### src/rtl/fcwd_pkg.sv
`default_nettype none

package fcwd_pkg;

	localparam int CNT_W = 6;

	localparam logic [7:0] CH_ZERO = 8'h30;
	localparam logic [7:0] CH_NINE = 8'h39;
	localparam logic [7:0] CH_LF   = 8'h0A;
	localparam logic [7:0] CH_CR   = 8'h0D;

	localparam logic [CNT_W-1:0] COUNT_MAX = 6'd63;

	localparam logic [1:0] ST_OK      = 2'd0;
	localparam logic [1:0] ST_NO_PREV = 2'd1;
	localparam logic [1:0] ST_SHORT   = 2'd2;
	localparam logic [1:0] ST_TRUNC   = 2'd3;

	typedef enum logic [1:0] {
		PH_IDLE,
		PH_DIGITS,
		PH_BODY
	} line_phase_t;

	typedef struct packed {
		logic [7:0] in_byte;
		logic       stream_end;
	} code_word_t;

	typedef struct packed {
		logic [7:0] out_byte;
		logic       run_last;
		logic [1:0] status;
	} text_word_t;

	// one command per coded byte that yields results
	typedef struct packed {
		logic [CNT_W-1:0] copy_cnt;
		logic             emit_en;
		logic [7:0]       emit_byte;
		logic [1:0]       emit_st;
		logic             wr_en;
		logic [CNT_W-1:0] wr_addr;
	} cmd_t;

endpackage

`default_nettype wire

### src/rtl/front_coded_word_decoder.sv
`default_nettype none

// Front-coded word list decoder. Coded bytes enter on code, plain word bytes leave on text,
// each word closed by 0x0A. The front end takes one coded byte per cycle whenever its
// four-entry command queue has room; digits, CR bytes, blank lines and dropped overlong
// bytes finish there without any output. While text_stall is low the back end gives one
// plain byte per cycle; a byte yielding k output words holds it until all k are issued,
// the copied prefix bursting from the word store RAM. A prefix longer than the previous
// word gives one status 2 word and the block then swallows all input until reset.
module front_coded_word_decoder #(
	parameter int MAX_WORD = 32
) (
	input  wire logic                 clk,
	input  wire logic                 arst_n,
	input  wire logic                 code_valid,
	output logic                      code_stall,
	input  wire fcwd_pkg::code_word_t code,
	output logic                      text_valid,
	input  wire logic                 text_stall,
	output fcwd_pkg::text_word_t      text
);
	import fcwd_pkg::*;

	logic push;
	cmd_t cmd;
	logic q_full;
	logic q_empty;
	logic pop;
	cmd_t head;

	fcwd_front #(
		.MAX_WORD(MAX_WORD)
	) u_front (
		.clk        (clk),
		.arst_n     (arst_n),
		.code_valid (code_valid),
		.code_stall (code_stall),
		.code       (code),
		.push       (push),
		.cmd        (cmd),
		.q_full     (q_full)
	);

	fcwd_queue u_queue (
		.clk       (clk),
		.arst_n    (arst_n),
		.push      (push),
		.push_data (cmd),
		.full      (q_full),
		.pop       (pop),
		.head      (head),
		.empty     (q_empty)
	);

	fcwd_back #(
		.MAX_WORD(MAX_WORD)
	) u_back (
		.clk        (clk),
		.arst_n     (arst_n),
		.head       (head),
		.q_empty    (q_empty),
		.pop        (pop),
		.text_valid (text_valid),
		.text_stall (text_stall),
		.text       (text)
	);

endmodule

`default_nettype wire

### src/rtl/fcwd_ram.sv
`default_nettype none

module fcwd_ram #(
	parameter int WIDTH = 8,
	parameter int DEPTH = 32
) (
	input  wire logic                     clk,
	input  wire logic                     we,
	input  wire logic [$clog2(DEPTH)-1:0] waddr,
	input  wire logic [WIDTH-1:0]         wdata,
	input  wire logic                     re,
	input  wire logic [$clog2(DEPTH)-1:0] raddr,
	output logic      [WIDTH-1:0]         rdata
);

	logic [WIDTH-1:0] mem [DEPTH];

	always_ff @(posedge clk) begin
		if (we) begin
			mem[waddr] <= wdata;
		end
		if (re) begin
			rdata <= mem[raddr];
		end
	end

endmodule

`default_nettype wire

### src/rtl/fcwd_queue.sv
`default_nettype none

module fcwd_queue (
	input  wire logic          clk,
	input  wire logic          arst_n,
	input  wire logic          push,
	input  wire fcwd_pkg::cmd_t push_data,
	output logic               full,
	input  wire logic          pop,
	output fcwd_pkg::cmd_t     head,
	output logic               empty
);
	import fcwd_pkg::*;

	localparam int DEPTH = 4;
	localparam int PW    = $clog2(DEPTH);

	cmd_t          slot_q [DEPTH];
	logic [PW-1:0] wr_ptr_q;
	logic [PW-1:0] rd_ptr_q;
	logic [PW:0]   fill_q;

	logic do_push;
	logic do_pop;

	assign full    = (fill_q == (PW+1)'(DEPTH));
	assign empty   = (fill_q == '0);
	assign head    = slot_q[rd_ptr_q];
	assign do_push = push && !full;
	assign do_pop  = pop && !empty;

	always_ff @(posedge clk or negedge arst_n) begin
		if (!arst_n) begin
			wr_ptr_q <= '0;
			rd_ptr_q <= '0;
			fill_q   <= '0;
		end else begin
			if (do_push) begin
				wr_ptr_q <= wr_ptr_q + 1'b1;
			end
			if (do_pop) begin
				rd_ptr_q <= rd_ptr_q + 1'b1;
			end
			case ({do_push, do_pop})
				2'b10:   fill_q <= fill_q + 1'b1;
				2'b01:   fill_q <= fill_q - 1'b1;
				default: fill_q <= fill_q;
			endcase
		end
	end

	always_ff @(posedge clk) begin
		if (do_push) begin
			slot_q[wr_ptr_q] <= push_data;
		end
	end

endmodule

`default_nettype wire

### src/rtl/fcwd_front.sv
`default_nettype none

module fcwd_front #(
	parameter int MAX_WORD = 32
) (
	input  wire logic               clk,
	input  wire logic               arst_n,
	input  wire logic               code_valid,
	output logic                    code_stall,
	input  wire fcwd_pkg::code_word_t code,
	output logic                    push,
	output fcwd_pkg::cmd_t          cmd,
	input  wire logic               q_full
);
	import fcwd_pkg::*;

	line_phase_t      phase_q, phase_d;
	logic [CNT_W-1:0] cc_q, cc_d;
	logic [CNT_W-1:0] wp_q, wp_d;
	logic [CNT_W-1:0] plen_q, plen_d;
	logic             trunc_q, trunc_d;
	logic             halted_q, halted_d;

	logic             accept;
	logic [7:0]       b;
	logic             ends_line;
	logic             is_digit;
	logic [3:0]       dig;
	logic [9:0]       acc;
	logic [CNT_W-1:0] cc_sat;
	logic             skip, dig_ev, blank, act, start;
	logic             pre_none, pre_err, pre_copy;
	logic [CNT_W-1:0] wp_eff;
	logic [1:0]       st_base;
	logic             do_nl, do_put, do_drop;

	assign accept     = code_valid && !code_stall;
	assign code_stall = q_full;

	always_comb begin
		b         = code.in_byte;
		ends_line = code.stream_end || (b == CH_LF);
		is_digit  = (b >= CH_ZERO) && (b <= CH_NINE);
		dig       = 4'(b - CH_ZERO);
		acc       = ({4'd0, cc_q} << 3) + ({4'd0, cc_q} << 1) + {6'd0, dig};
		cc_sat    = (acc > {4'd0, COUNT_MAX}) ? COUNT_MAX : acc[CNT_W-1:0];

		skip   = !accept || halted_q || (!code.stream_end && (b == CH_CR));
		dig_ev = !skip && !code.stream_end && is_digit && (phase_q != PH_BODY);
		blank  = !skip && !dig_ev && ends_line && (phase_q == PH_IDLE);
		act    = !skip && !dig_ev && !blank;
		start  = act && (phase_q != PH_BODY);

		pre_none = start && (cc_q != '0) && (plen_q == '0);
		pre_err  = start && (cc_q != '0) && (plen_q != '0) && (cc_q > plen_q);
		pre_copy = start && (cc_q != '0) && (plen_q != '0) && !(cc_q > plen_q);
		wp_eff   = pre_copy ? cc_q : wp_q;
		st_base  = pre_none ? ST_NO_PREV : ST_OK;

		do_nl   = act && !pre_err && ends_line;
		do_put  = act && !pre_err && !ends_line && (wp_eff < CNT_W'(MAX_WORD));
		do_drop = act && !pre_err && !ends_line && !(wp_eff < CNT_W'(MAX_WORD));
	end

	// next state
	always_comb begin
		phase_d  = phase_q;
		cc_d     = cc_q;
		wp_d     = wp_q;
		plen_d   = plen_q;
		trunc_d  = trunc_q;
		halted_d = halted_q;
		if (dig_ev) begin
			phase_d = PH_DIGITS;
			cc_d    = (phase_q == PH_IDLE) ? {2'd0, dig} : cc_sat;
		end
		if (pre_err) begin
			halted_d = 1'b1;
		end
		if (do_nl) begin
			phase_d = PH_IDLE;
			plen_d  = wp_eff;
			wp_d    = '0;
			trunc_d = 1'b0;
		end
		if (do_put) begin
			phase_d = PH_BODY;
			wp_d    = wp_eff + 1'b1;
		end
		if (do_drop) begin
			phase_d = PH_BODY;
			wp_d    = wp_eff;
			trunc_d = 1'b1;
		end
	end

	// command out
	always_comb begin
		cmd          = '0;
		cmd.copy_cnt = pre_copy ? cc_q : '0;
		push         = pre_err || pre_copy || do_nl || do_put;
		if (pre_err) begin
			cmd.emit_en   = 1'b1;
			cmd.emit_byte = 8'd0;
			cmd.emit_st   = ST_SHORT;
		end
		if (do_nl) begin
			cmd.emit_en   = 1'b1;
			cmd.emit_byte = CH_LF;
			cmd.emit_st   = trunc_q ? ST_TRUNC : st_base;
		end
		if (do_put) begin
			cmd.emit_en   = 1'b1;
			cmd.emit_byte = b;
			cmd.emit_st   = st_base;
			cmd.wr_en     = 1'b1;
			cmd.wr_addr   = wp_eff;
		end
	end

	always_ff @(posedge clk or negedge arst_n) begin
		if (!arst_n) begin
			phase_q  <= PH_IDLE;
			cc_q     <= '0;
			wp_q     <= '0;
			plen_q   <= '0;
			trunc_q  <= 1'b0;
			halted_q <= 1'b0;
		end else begin
			phase_q  <= phase_d;
			cc_q     <= cc_d;
			wp_q     <= wp_d;
			plen_q   <= plen_d;
			trunc_q  <= trunc_d;
			halted_q <= halted_d;
		end
	end

endmodule

`default_nettype wire

### src/rtl/fcwd_back.sv
`default_nettype none

module fcwd_back #(
	parameter int MAX_WORD = 32
) (
	input  wire logic               clk,
	input  wire logic               arst_n,
	input  wire fcwd_pkg::cmd_t     head,
	input  wire logic               q_empty,
	output logic                    pop,
	output logic                    text_valid,
	input  wire logic               text_stall,
	output fcwd_pkg::text_word_t    text
);
	import fcwd_pkg::*;

	localparam int AW = $clog2(MAX_WORD);

	logic [CNT_W-1:0] idx_q;
	logic [CNT_W-1:0] idx_inc;

	logic       vld_s1;
	logic       ram_s1;
	logic [7:0] byte_s1;
	logic [1:0] st_s1;
	logic       last_s1;

	logic       out_vld_q;
	text_word_t out_q;

	logic       out_free;
	logic       s1_ready;
	logic       issue;
	logic       copying;
	logic       copy_end;
	logic       re;
	logic       we;
	logic [7:0] rdata;

	assign out_free = !out_vld_q || !text_stall;
	assign s1_ready = !vld_s1 || out_free;
	assign issue    = !q_empty && s1_ready;
	assign copying  = idx_q < head.copy_cnt;
	assign idx_inc  = idx_q + 1'b1;
	assign copy_end = copying && (idx_inc == head.copy_cnt);
	assign re       = issue && copying;
	assign we       = issue && !copying && head.wr_en;
	assign pop      = issue && (!copying || (copy_end && !head.emit_en));

	assign text_valid = out_vld_q;
	assign text       = out_q;

	fcwd_ram #(
		.WIDTH(8),
		.DEPTH(MAX_WORD)
	) u_word_ram (
		.clk   (clk),
		.we    (we),
		.waddr (head.wr_addr[AW-1:0]),
		.wdata (head.emit_byte),
		.re    (re),
		.raddr (idx_q[AW-1:0]),
		.rdata (rdata)
	);

	always_ff @(posedge clk or negedge arst_n) begin
		if (!arst_n) begin
			idx_q     <= '0;
			vld_s1    <= 1'b0;
			out_vld_q <= 1'b0;
		end else begin
			if (issue) begin
				idx_q <= pop ? '0 : idx_inc;
			end
			if (issue) begin
				vld_s1 <= 1'b1;
			end else if (out_free) begin
				vld_s1 <= 1'b0;
			end
			if (out_free) begin
				out_vld_q <= vld_s1;
			end
		end
	end

	always_ff @(posedge clk) begin
		if (issue) begin
			ram_s1  <= copying;
			byte_s1 <= head.emit_byte;
			st_s1   <= copying ? ST_OK : head.emit_st;
			last_s1 <= !copying || (copy_end && !head.emit_en);
		end
		if (out_free && vld_s1) begin
			out_q.out_byte <= ram_s1 ? rdata : byte_s1;
			out_q.run_last <= last_s1;
			out_q.status   <= st_s1;
		end
	end

endmodule

`default_nettype wire

### config.mk
export PLATFORM = sky130hd
export DESIGN_NAME = front_coded_word_decoder
export DESIGN_NICKNAME = d
export VERILOG_FILES = /design/src/rtl/fcwd_pkg.sv /design/src/rtl/front_coded_word_decoder.sv /design/src/rtl/fcwd_ram.sv /design/src/rtl/fcwd_queue.sv /design/src/rtl/fcwd_front.sv /design/src/rtl/fcwd_back.sv
export SDC_FILE = /design/constraint.sdc
export NUM_CORES = 1
export LEC_CHECK = 0
export ABC_AREA = 1
export ABC_CLOCK_PERIOD_IN_PS = 4500
export BUFFER_PORTS_ARGS = -buffer_cell sky130_fd_sc_hd__buf_2
export CAP_MARGIN = 20
export CORE_MARGIN = 2
export CORE_UTILIZATION = 60
export DETAILED_ROUTE_END_ITERATION = 7
export PLACE_DENSITY = 0.88
export SLEW_MARGIN = 20
export SYNTH_ARGS = -nofsm -noshare
export SYNTH_HDL_FRONTEND = slang
export SYNTH_HIERARCHICAL = 1
export SYNTH_SLANG_ARGS = --single-unit
### constraint.sdc
create_clock -name clk -period 4.5 [get_ports clk]
set_input_delay 0.45 -clock clk [delete_from_list [all_inputs] [get_ports clk]]
set_output_delay 0.45 -clock clk [all_outputs]
set_load 0.01 [all_outputs]
==> results by group <==
Setup path
  – Critical-path cell list: inv_2 -> o211ai_1 -> nand2_1 -> inv_1 -> ha_1 -> nand2_1 -> inv_1 -> nand4_1 -> nand3_1 -> clkinv_1 -> nor2_1 -> nand3_1 -> nor2_1
  – Family with the most delay on the worst path: simple AND/OR/NAND/NOR gates
  – Setup crit end kind: flop
  – R2R cell count: 13
  – Startpoint types: flop
  – Crit path buf inv count: 4
  – Max Fanout on Critical Path: 40
  – Type of the worst setup path: flop to flop
  – Largest stage delay, worst path: 0.74 ns
  – Critical R2R Capture: u_back/u_word_ram/mem[17][2]$_DFFE_PP_
  – Flop2flop setup slack: 0.23 ns
  – CP arrival: around 4.4 ns
  – Reg2reg start: u_queue/rd_ptr_q[0]$_DFFE_PN0P_
  – CP max-delay cell: nor2_1
  – Worst Path Required: roughly 4.7 ns

Synthesis
  – Post-Syn Area per Cell: 11.2 sq um
  – Syn nets: 1707
  – Synth Instances: 1661
  – Synth Warn #: 6
  – Post-synthesis cell area: between 15000 and 20000 sq um

Drt
  – DR WL/cell: around 20 microns
  – TritonRoute pass-1 iters: 8
  – Post-route antenna net violation count: 0
  – Vias per cell: just under 6
  – Vias after detailed routing: roughly 13000
  – Final wirelength: ~41000 microns
  – Detailed Route Iter0 Violations: approximately 1500
  – DRC Markers: 0

Clock tree
  – H-Tree Depth: 2
  – # clock sinks: 416
  – Max clock buf depth: 3
  – Root Driver: clkbuf_16
  – CTS Hold Bufs: 0
  – CTS tree: built
  – CTS clk-pin slew, worst paths: 0.06 ns
  – Post-CTS setup buffers: 0
  – CTS-repair resized insts: 0
  – Total CTS buffers: 41
  – Worst-skew pair later-pin latency: 0.54 ns

Timing
  – RSZ-0062 raised after global routing: no
  – F_max: about 0.23 GHz
  – Slew headroom: 29.1%
  – Fin Clk Skew: 0.0234 ns
  – Slew at the pin closest to its max-slew limit: 1.06 ns
  – Fin. max-slew vios: 0
  – Final Worst Setup Slack: 0.226 ns
  – Ratio of final minimum period to clock period: around 95%
  – Hold Vio Cnt, Final: 0
  – Setup violations, final: 0
  – Crit path time final: 4.27 ns
  – Hold slack: 0.0282 ns
  – Setup Total Neg Slack: 0 ns

Power
  – Worst vdd ir: 0.386 mV
  – Pwr dens: about 670 nW/um^2
  – Total design power: 13.6 mW
  – Leakage: 8.19 nW

Run status
  – Status: finished, final reports clean

Final layout
  – Post-layout net count: about 1700
  – Area grow syn2layout: 9.46%
  – Fin util: 66.7%
  – Design area: around 20000 sq um
  – Share of layout cells above drive strength 1: approximately an eighth
  – Fin cells: approximately 2100
  – ANT cells: 0

Global route
  – Largest net degree at the start of global routing: 70
  – Global-route wire length before repair: 66100 microns
  – Vias in the first global route: 12715
  – Initial antenna violation count: 0
  – GRT Total Usage: between 20% and 30%
  – Global route total overflow: 0

Place
  – Inst Count DP: roughly 2000
  – Detailed Place HPWL: roughly 25000 microns
  – Placer Congestion: between 0.8 and 0.9
  – Placement Setup Slack: 0.484 ns
  – PortBufs: 25
  – Cell Area, Placed: 19000 sq um

Floorplanning
  – Core ar.: 30500 sq um
  – Starting Density: ~60%
  – Die height: 180 microns
  – Die X: 180 microns
  – IO Count: 26
  – Row cnt: between 60 and 70
  – Full die area: 32400 sq um

Worst hold path
  – HP Class: input pin to asynchronous set/reset pin

Flow run
  – Max-cap violations: 0
-- sequential cells by signal (all words and copies together) (netlist names), 6 cells and up --
name                     cells
u_back/byte_s1               8
u_back/idx_q                 6
u_back/text                 11
u_back/u_word_ram/mem      256
u_back/u_word_ram/rdata      8
u_front/cc_q                 6
u_front/plen_q               6
u_front/wp_q                 6
u_queue/slot_q              92
-- worst max-delay path by stage --
stage	start	end	slack (ns)	cells past startpoint
detailed placement	u_queue/rd_ptr_q[0]$_DFFE_PN0P_	u_back/u_word_ram/mem[17][2]$_DFFE_PP_	0.48	13
finish	u_queue/rd_ptr_q[0]$_DFFE_PN0P_	u_back/u_word_ram/mem[17][2]$_DFFE_PP_	0.23	13
floorplan	u_front/cc_q[1]$_DFFE_PN0P_	u_queue/slot_q[0][0]$_DFFE_PP_	1.0	15
CTS	u_queue/rd_ptr_q[0]$_DFFE_PN0P_	u_back/u_word_ram/mem[17][2]$_DFFE_PP_	0.34	13
global route	u_queue/rd_ptr_q[0]$_DFFE_PN0P_	u_back/u_word_ram/mem[17][2]$_DFFE_PP_	0.04	13
global placement	u_queue/rd_ptr_q[0]$_DFFE_PN0P_	u_back/u_word_ram/mem[1][4]$_DFFE_PP_	0.67	13
-- power breakdown --
part           switching [mW]  internal [mW]  leakage (nW)  total, mW
Clock                    1.40           2.06         0.651       3.46
Sequential              0.218           5.18          3.93       5.40
Combinational            3.48           1.23          3.61       4.71
-- cell type report --
| class | count | area (sq um) |
|---|---|---|
| clock inverter | 19 | 223 |
| tap | 396 | 495 |
| fill | 2079 | 10200 |
| sequential | 416 | 12300 |
| timing repair buffer | 67 | 440 |
| multi-input combinational | 1029 | 5190 |
| clock buffer | 57 | 1140 |
| inverter | 143 | 542 |
-- routing by layer --
| layer | track usage (%) | routed length (microns) | vias to the layer above | part of all wire [%] |
|---|---|---|---|---|
| met1 | 32.8 | 15600 | 6047 | 38 |
| met4 | 12.8 | 1920 | 0 | 4.6 |
| met3 | 3.28 | 3240 | 153 | 7.8 |
| met2 | 43.4 | 20700 | 701 | 50 |
| li1 | - | - | 5745 | - |
| met5 | 0 | 0 | - | 0 |
-- cell usage in the layout (no fill, tap or decap), types with 4 or more instances in the layout --
master,n
bufinv_16,5
clkinv_1,10
nor2_2,8
inv_2,6
ha_1,30
nand2_1,535
nor2_1,67
buf_2,25
nor2_4,5
clkbuf_16,43
edfxtp_1,379
inv_1,131
mux2_2,8
nand2_4,4
o21ai_0,14
nand4_1,17
a21oi_1,7
o21ai_1,9
o211ai_2,18
clkbuf_1,13
o211ai_1,29
buf_4,42
dfrtp_1,35
nand3_1,235
nand2_2,9
clkinv_2,5
-- worst register-to-register path, delay by kind of cell (launching register included) --
family | cells | cell delay (ns)
AOI/OAI and AO/OA | 1 | 0.19
adders and majority gates | 1 | 0.29
buffers and inverters | 4 | 0.93
DFF | 1 | 0.40
and+or+nand+nor | 7 | 2.08
Power figures use the tool's default switching activity.
